===== src/design/e2r_pkg.sv =====
// Shared constants and helpers for the Euler angle to rotation matrix block.
package e2r_pkg;

   localparam int FRAC_BITS = 30;
   localparam int WORK_BITS = 34;
   localparam int PROD_BITS = 2 * WORK_BITS;

   typedef logic signed [WORK_BITS-1:0] work_type;
   typedef logic signed [PROD_BITS-1:0] prod_type;

   localparam work_type HALF_PI = 34'sd1686629713;
   localparam work_type PI_VAL  = 34'sd3373259426;
   localparam work_type GAIN    = 34'sd652032874;

   function automatic work_type atan_entry(input int idx);
      work_type r;
      case (idx)
         0: r = 34'h03243F6A8;
         1: r = 34'h01DAC6705;
         2: r = 34'h00FADBAFC;
         3: r = 34'h007F56EA6;
         4: r = 34'h003FEAB76;
         5: r = 34'h001FFD55B;
         6: r = 34'h000FFFAAA;
         7: r = 34'h0007FFF55;
         8: r = 34'h0003FFFEA;
         9: r = 34'h0001FFFFD;
         10: r = 34'h0000FFFFF;
         11: r = 34'h00007FFFF;
         12: r = 34'h00003FFFF;
         13: r = 34'h00001FFFF;
         14: r = 34'h00000FFFF;
         15: r = 34'h000007FFF;
         16: r = 34'h000003FFF;
         17: r = 34'h000001FFF;
         18: r = 34'h000000FFF;
         19: r = 34'h0000007FF;
         20: r = 34'h0000003FF;
         21: r = 34'h0000001FF;
         22: r = 34'h0000000FF;
         23: r = 34'h00000007F;
         24: r = 34'h00000003F;
         25: r = 34'h00000001F;
         26: r = 34'h00000000F;
         27: r = 34'h000000008;
         28: r = 34'h000000004;
         29: r = 34'h000000002;
         30: r = 34'h000000001;
         default: r = '0;
      endcase
      return r;
   endfunction

   // Q4.30 product, rounded half up.
   function automatic work_type mul_q30(input work_type a, input work_type b);
      prod_type p;
      p = prod_type'(a) * prod_type'(b) + (prod_type'(1) <<< (FRAC_BITS - 1));
      return work_type'(p >>> FRAC_BITS);
   endfunction

endpackage


===== src/design/e2r_cordic.sv =====
// Pipelined rotation-mode CORDIC lane giving sine and cosine of one angle.
module e2r_cordic
   import e2r_pkg::*;
#(
   parameter int ANGLE_BITS    = 16,
   parameter int CORDIC_STAGES = 16
) (
   input  logic                  clock,
   input  logic                  advance,
   input  logic [ANGLE_BITS-1:0] angle,
   output work_type              sin_out,
   output work_type              cos_out
);

   localparam int SHIFT = FRAC_BITS - (ANGLE_BITS - 3);

   work_type x_ff [CORDIC_STAGES+1];
   work_type y_ff [CORDIC_STAGES+1];
   work_type z_ff [CORDIC_STAGES+1];
   logic     neg_ff [CORDIC_STAGES+1];

   work_type z_wide;
   work_type z_fold_in;
   logic     neg_in;

   always_comb begin
      z_wide = work_type'($signed(angle)) <<< SHIFT;
      neg_in = 1'b0;
      z_fold_in = z_wide;
      if (z_wide > HALF_PI) begin
         z_fold_in = z_wide - PI_VAL;
         neg_in = 1'b1;
      end else if (z_wide < -HALF_PI) begin
         z_fold_in = z_wide + PI_VAL;
         neg_in = 1'b1;
      end
   end

   always_ff @(posedge clock) begin
      if (advance) begin
         x_ff[0] <= GAIN;
         y_ff[0] <= '0;
         z_ff[0] <= z_fold_in;
         neg_ff[0] <= neg_in;
      end
   end

   for (genvar i = 0; i < CORDIC_STAGES; i++) begin : g_stage
      always_ff @(posedge clock) begin
         if (advance) begin
            neg_ff[i+1] <= neg_ff[i];
            if (!z_ff[i][WORK_BITS-1]) begin
               x_ff[i+1] <= x_ff[i] - (y_ff[i] >>> i);
               y_ff[i+1] <= y_ff[i] + (x_ff[i] >>> i);
               z_ff[i+1] <= z_ff[i] - atan_entry(i);
            end else begin
               x_ff[i+1] <= x_ff[i] + (y_ff[i] >>> i);
               y_ff[i+1] <= y_ff[i] - (x_ff[i] >>> i);
               z_ff[i+1] <= z_ff[i] + atan_entry(i);
            end
         end
      end
   end

   assign cos_out = neg_ff[CORDIC_STAGES] ? -x_ff[CORDIC_STAGES] : x_ff[CORDIC_STAGES];
   assign sin_out = neg_ff[CORDIC_STAGES] ? -y_ff[CORDIC_STAGES] : y_ff[CORDIC_STAGES];

endmodule


===== config.mk =====
export PLATFORM = sky130hd
export DESIGN_NAME = e2r_cordic
export DESIGN_NICKNAME = d
export VERILOG_FILES = /design/src/design/e2r_pkg.sv /design/src/design/e2r_cordic.sv
export SDC_FILE = /design/constraint.sdc
export NUM_CORES = 2
export LEC_CHECK = 0
export ABC_CLOCK_PERIOD_IN_PS = 5800
export BUFFER_PORTS_ARGS = -buffer_cell sky130_fd_sc_hd__buf_4
export CAP_MARGIN = 20
export CORE_ASPECT_RATIO = 0.9
export CORE_MARGIN = 2
export CORE_UTILIZATION = 40
export CTS_BUF_LIST = sky130_fd_sc_hd__clkbuf_4
export DETAILED_ROUTE_END_ITERATION = 8
export HOLD_SLACK_MARGIN = 0.08
export SLEW_MARGIN = 20
export SYNTH_ARGS = -nofsm -noshare
export SYNTH_HDL_FRONTEND = slang
export SYNTH_SLANG_ARGS = --single-unit

===== constraint.sdc =====
create_clock -name clock -period 5.8 [get_ports clock]
set_input_delay 0.87 -clock clock [delete_from_list [all_inputs] [get_ports clock]]
set_output_delay 0.87 -clock clock [all_outputs]
set_load 0.01 [all_outputs]

; Yosys cells after proc, flatten, opt, wreduce, memory -nomap -nowiden
; Memories as Yosys holds them, arrays and structs flattened.
; Index checks and enable logic that the tools add are counted.
[word_totals]
reg_bits = 0
latchBits = 0
mem_bits_rw = 1751
rom_bits = 0
in_bits = 18
wordCells = 305
memories = 4
[memory_table]
columns = memory, words, word_bits, rd, rd_ports_with_merged_regs, wr, line_no
row1 = x_ff, 17, 34, 17, 0, 17, e2r_cordic.sv:17  ; work_type x_ff [CORDIC_STAGES+1];
row2 = y_ff, 17, 34, 17, 0, 17, e2r_cordic.sv:18  ; work_type y_ff [CORDIC_STAGES+1];
row3 = z_ff, 17, 34, 16, 0, 17, e2r_cordic.sv:19  ; work_type z_ff [CORDIC_STAGES+1];
row4 = neg_ff, 17, 1, 17, 0, 17, e2r_cordic.sv:20  ; logic neg_ff [CORDIC_STAGES+1];
[classes]
addsub = 99
n_mul = 0
div = 0
magnitude_cmp = 2
n_eq_ne = 0
shifts = 0
muxes = 152
bitwise_logic = 48
reduce_logical = 0
[op_table]
columns = op, n
row1 = 2-to-1 mux 34 bit, 52
row2 = 2-to-1 mux 1 bit, 100
row3 = adder 34 x 19 -> 34 bit, 2
row4 = adder 34 x 20 -> 34 bit, 2
row5 = adder 34 x 21 -> 34 bit, 2
row6 = adder 34 x 22 -> 34 bit, 2
row7 = adder 34 x 23 -> 34 bit, 2
row8 = adder 34 x 24 -> 34 bit, 2
row9 = adder 34 x 25 -> 34 bit, 2
row10 = adder 34 x 26 -> 34 bit, 2
row11 = adder 34 x 27 -> 34 bit, 2
row12 = adder 34 x 28 -> 34 bit, 2
row13 = adder 34 x 29 -> 34 bit, 2
row14 = adder 34 x 30 -> 34 bit, 2
row15 = adder 34 x 31 -> 34 bit, 2
row16 = adder 34 x 32 -> 34 bit, 2
row17 = adder 34 x 33 -> 34 bit, 2
row18 = negator 34 bit, 2
row19 = subtractor 34 x 19 -> 34 bit, 2
row20 = subtractor 34 x 20 -> 34 bit, 2
row21 = subtractor 34 x 21 -> 34 bit, 2
row22 = subtractor 34 x 22 -> 34 bit, 2
row23 = subtractor 34 x 23 -> 34 bit, 2
row24 = subtractor 34 x 24 -> 34 bit, 2
row25 = other kinds (48), 105

; Depth between registers and ports, before layout
; An unclocked memory read counts as a cell.
[depth]
word_depth = 5
ltp_mapped = 22
depth_no_buf = 22

; Worst setup path before layout
; Ideal clock, no wire load.
[synth_timing]
kind = input port to flip-flop
from = input port advance
to = memory y_ff[6][33] in the netlist's numbering (data pin)
setup_time_ns = 0.265
arrival_time_ns = 5.257
slack_ns = 0.277
cell_stages = 20
path_cell_list = clkbuf_1 clkbuf_1 nand2_1 inv_1 clkbuf_1 clkbuf_1 nor2_1 xnor2_1 ha_1 o21a_1 o31a_1 o311ai_0 o211a_1 o21bai_1 o22ai_1 nor3_1 o21ai_0 nand2_1 a221oi_1 xnor2_1
[synth_rtl]
columns = element, line_no
row1 = start: declaration, e2r_cordic.sv:9  ; input logic advance,
row2 = end: declaration, e2r_cordic.sv:18

==> impl_metrics.xml <==
<?xml version="1.0" encoding="UTF-8"?>
<metrics>
  <group name="synthesis">
    <metric name="warnings_synthesis" unit="">0</metric>
    <metric name="async_sr_flop_fraction" unit="">0</metric>
    <metric name="synthesis.area_per_instance" unit="um^2">9.60</metric>
    <metric name="post_synth_edffs" unit="">1492</metric>
    <metric name="synthesis.instances" unit="">13234</metric>
    <metric name="synth.ff_latch_count" unit="">1492</metric>
    <metric name="postSynthNetCount" unit="">14724</metric>
    <metric name="post_synth_instance_area" unit="um^2">127000</metric>
    <metric name="synthFlopType" unit="">edfxtp_1</metric>
    <metric name="synth_sequential_area_ratio" unit="">0.353</metric>
    <metric name="number_of_library_cell_types_mapped_by_synthesis" unit="">92</metric>
  </group>
  <group name="drt">
    <metric name="drtIter0Drc" unit="">6535</metric>
    <metric name="antenna_left" unit="">0</metric>
    <metric name="vias_per_cell" unit="">5.43</metric>
    <metric name="dr_total_vias" unit="">98809</metric>
    <metric name="wl_per_cell" unit="um">17.3</metric>
    <metric name="routed_wirelength" unit="mm">314</metric>
    <metric name="drc" unit="">0</metric>
    <metric name="drtPass1Iterations" unit="">8</metric>
  </group>
  <group name="setup_path">
    <metric name="worst-endpoint-required" unit="ps">4930</metric>
    <metric name="cp_num_buf_inv" unit="">2</metric>
    <metric name="timing.critical_path.arrival" unit="ps">5070</metric>
    <metric name="cpPeakStageDelay" unit="ps">460</metric>
    <metric name="critPathCaptureType" unit="">output pin</metric>
    <metric name="timing.critical_path.fanout_max" unit="">3</metric>
    <metric name="regToRegStartpoint" unit="">x_ff[4][8]$_DFFE_PP_</metric>
    <metric name="timing.critical_path.mode_cell" unit="">or3_4</metric>
    <metric name="timing.setup.critical_path_class" unit="">register to output pin</metric>
    <metric name="worstSetupStartpointType" unit="">register</metric>
    <metric name="setup.worst_path.start" unit="">y_ff[16][1]$_DFFE_PP_</metric>
    <metric name="timing.critical_path.max_delay_family" unit="">simple AND/OR/NAND/NOR gates</metric>
    <metric name="critPathSlowestCell" unit="">or4_4</metric>
    <metric name="path_cells" unit="">inv_2, ha_4, nand2_2, or3_4, or4_4, or3_4, or2_4, or3_4, or4_4, or3_4, o31ai_4, xnor2_1, buf_4</metric>
  </group>
  <group name="die">
    <metric name="die_area" unit="um^2">322000</metric>
    <metric name="die_height" unit="um">539</metric>
    <metric name="design.portCount" unit="">86</metric>
    <metric name="fp.dieW" unit="um">598</metric>
    <metric name="area_of_the_core_region" unit="um^2">316000</metric>
    <metric name="row_count" unit="">196</metric>
    <metric name="effective_utilization_at_floorplan" unit="">0.401</metric>
  </group>
  <group name="placed_design">
    <metric name="numPlacedInstances" unit="">17434</metric>
    <metric name="detailedPlacementHpwl" unit="mm">248</metric>
    <metric name="place.gp.congestion" unit="">0.906</metric>
    <metric name="numPortBuffers" unit="">85</metric>
  </group>
  <group name="timing">
    <metric name="clock_skew" unit="ps">124</metric>
    <metric name="post-route-min-period" unit="ps">5940</metric>
    <metric name="max_freq" unit="GHz">0.168</metric>
    <metric name="slew_viol_final" unit="">0</metric>
    <metric name="setup_slack" unit="ps">-140</metric>
    <metric name="worst_hold_slack" unit="ps">387</metric>
    <metric name="number_of_endpoints_failing_setup_at_the_final_stage" unit="">3</metric>
    <metric name="maxSlewHeadroom" unit="">0.233</metric>
    <metric name="rsz_0062_raised_after_global_routing" unit="">yes</metric>
    <metric name="tightestPinTransition" unit="ps">1140</metric>
    <metric name="final.period_utilization" unit="">1.02</metric>
    <metric name="hold_viol" unit="">0</metric>
  </group>
  <group name="global_route">
    <metric name="grt_antenna_before_repair" unit="">5</metric>
    <metric name="grt_max_degree" unit="">153</metric>
    <metric name="groute.usage.overall" unit="">0.190</metric>
    <metric name="grt_overflow" unit="">0</metric>
    <metric name="first_global_vias" unit="">94337</metric>
    <metric name="first_pass_grt_wire_length" unit="mm">507</metric>
  </group>
  <group name="finish">
    <metric name="utilization" unit="">0.439</metric>
    <metric name="design.final.nets" unit="">15219</metric>
    <metric name="post_route_cells_drive_above_1_share" unit="">0.0764</metric>
    <metric name="synthToLayoutAreaGrowth" unit="%">9.36</metric>
    <metric name="finalNonFillerCells" unit="">18205</metric>
  </group>
  <group name="clock_tree">
    <metric name="cts_tree" unit="">yes</metric>
    <metric name="number_of_sinks_driven_by_the_clock_tree" unit="">1492</metric>
    <metric name="htree_num_levels" unit="">5</metric>
    <metric name="cts-root-buf" unit="">clkbuf_4</metric>
    <metric name="cts_made_buffers" unit="">408</metric>
    <metric name="clk-insertion-delay-late" unit="ps">1390</metric>
    <metric name="clk_path_buf_depth" unit="">4</metric>
    <metric name="worst_setup_hold_path_clk_slew" unit="ps">70</metric>
  </group>
  <group name="hold_path">
    <metric name="timing.hold.worst.class" unit="">input port to register</metric>
    <metric name="holdCritStartpoint" unit="">angle[14]</metric>
  </group>
  <group name="run">
    <metric name="cap_violations" unit="">0</metric>
  </group>
  <group name="outcome">
    <metric name="violations" unit="">negative setup slack</metric>
    <metric name="status" unit="">finished with violations</metric>
  </group>
</metrics>
-- state kept, by name, indices dropped and copies added (netlist names) --
name and cells:
neg_ff 16, y_ff 511, z_ff 481, x_ff 484
-- layout make-up --
type	count	area (um^2)
Multi-Input combinational cell	10982	79400
Timing Repair Buffer	301	2430
Fill cell	30814	177000
Tap cell	4158	5200
Inverter	544	2040
Clock buffer	538	4040
Antenna cell	4	10.0
Sequential cell	1492	44800
Clock inverter	186	975
-- per-stage QoR --
step | setup TNS, ps | worst slack [ps] | instance area [um^2]
detailed placement | 0 | 179 | 133000
CTS | -815 | -332 | 139000
global placement | 0 | 254 | 133000
finish | -370 | -140 | 139000
floorplan | 0 | 277 | 127000
global route | -999 | -359 | 139000
-- per-layer routing --
layer | routed length, um | vias up | GRT usage
li1 | - | 50501 | -
met1 | 150000 | 45823 | 0.260
met2 | 144000 | 1985 | 0.315
met3 | 12600 | 498 | 0.0217
met4 | 7690 | 2 | 0.0550
met5 | 13 | - | 0
-- cell usage in the layout (no fill, tap or decap), drive strengths merged, types with 231 or more instances in the layout --
cell | netlist | final
edfxtp | 1492 | 1492
ha | 1428 | 1428
a21oi | 1362 | 1362
xnor2 | 1325 | 1325
nor2 | 1032 | 1032
a21o | 745 | 745
o21ai | 727 | 727
nand2 | 720 | 720
xor2 | 625 | 625
inv | 538 | 550
clkbuf | 178 | 538
nor3 | 277 | 277
buf | 38 | 267
nand3 | 232 | 232
o21a | 231 | 231
-- Yosys cell counts (all sizes together) (52+ instances only) --
cell	instances	area [um^2]
o21bai	159	1190
nand2b	226	1410
xor2	625	5480
nand2	720	2700
a21o	745	5590
ha	1428	17900
o31ai	134	1020
nor4	86	538
o41ai	67	606
or2	53	334
nand3	232	1160
clkbuf	178	669
nor3	277	1390
or3	105	672
a21oi	1362	6820
mux2i	58	581
mux2	52	586
and2	62	388
nor2b	173	1080
nor2	1032	3880
o21ai	727	3640
o21a	231	1730
inv	538	2020
a211oi	126	946
a31oi	118	738
nand4	97	607
and3	111	694
edfxtp	1492	44800
xnor2	1325	11600
-- kinds of logic (layout without fill, tap and decap cells) --
group                      Yosys count  in the layout  share of synthesized area
other                                0              4                          0
buffers and inverters              760           1569                     0.0225
muxes                              110            110                    0.00918
AOI/OAI and AO/OA                 4123           4123                      0.207
DFF                               1492           1492                      0.353
and+or+nand+nor                   3327           3327                      0.127
xor gates and xnor gates          1950           1950                      0.135
adders and majority gates         1472           1472                      0.148
-- path summary, 6_finish.rpt --
path	end	slack (ps)	depth (start not counted)
hold reg to reg	neg_ff[0][8]$_DFFE_PP_	420	0
setup / recovery	sin_out[30]	-140	13
setup reg to reg	y_ff[5][32]$_DFFE_PP_	360	16
hold / removal	z_ff[0][31]$_DFFE_PP_	390	3
-- worst register-to-register path: stages (launching register included) --
cell and delay, ps:
edfxtp_1 440, or3_1 450, or4_1 450, or3_1 350
or2_2 330, o41ai_1 310, xor2_1 180, ha_1 290
and3_1 210, a221oi_1 360, nor2_1 130, a211oi_2 250
a41oi_1 290, a311o_1 470, a22o_1 230, a221oi_1 290
xnor2_1 110
-- timing repair --
| item | 4_1_cts | 5_1_grt |
|---|---|---|
| endpoints found under the setup margin | 4 | 7 |
| resized for setup | 7 | 6 |
| endpoints found under the hold margin | 209 | 0 |
| pin swaps | 2 | 3 |
| hold buffers | 34 | 0 |
| buffers inserted | 6 | 3 |
Power is left out: the tool's default activity adds up to more than one toggle a clock period on the data nets, which glitch-free logic cannot reach.
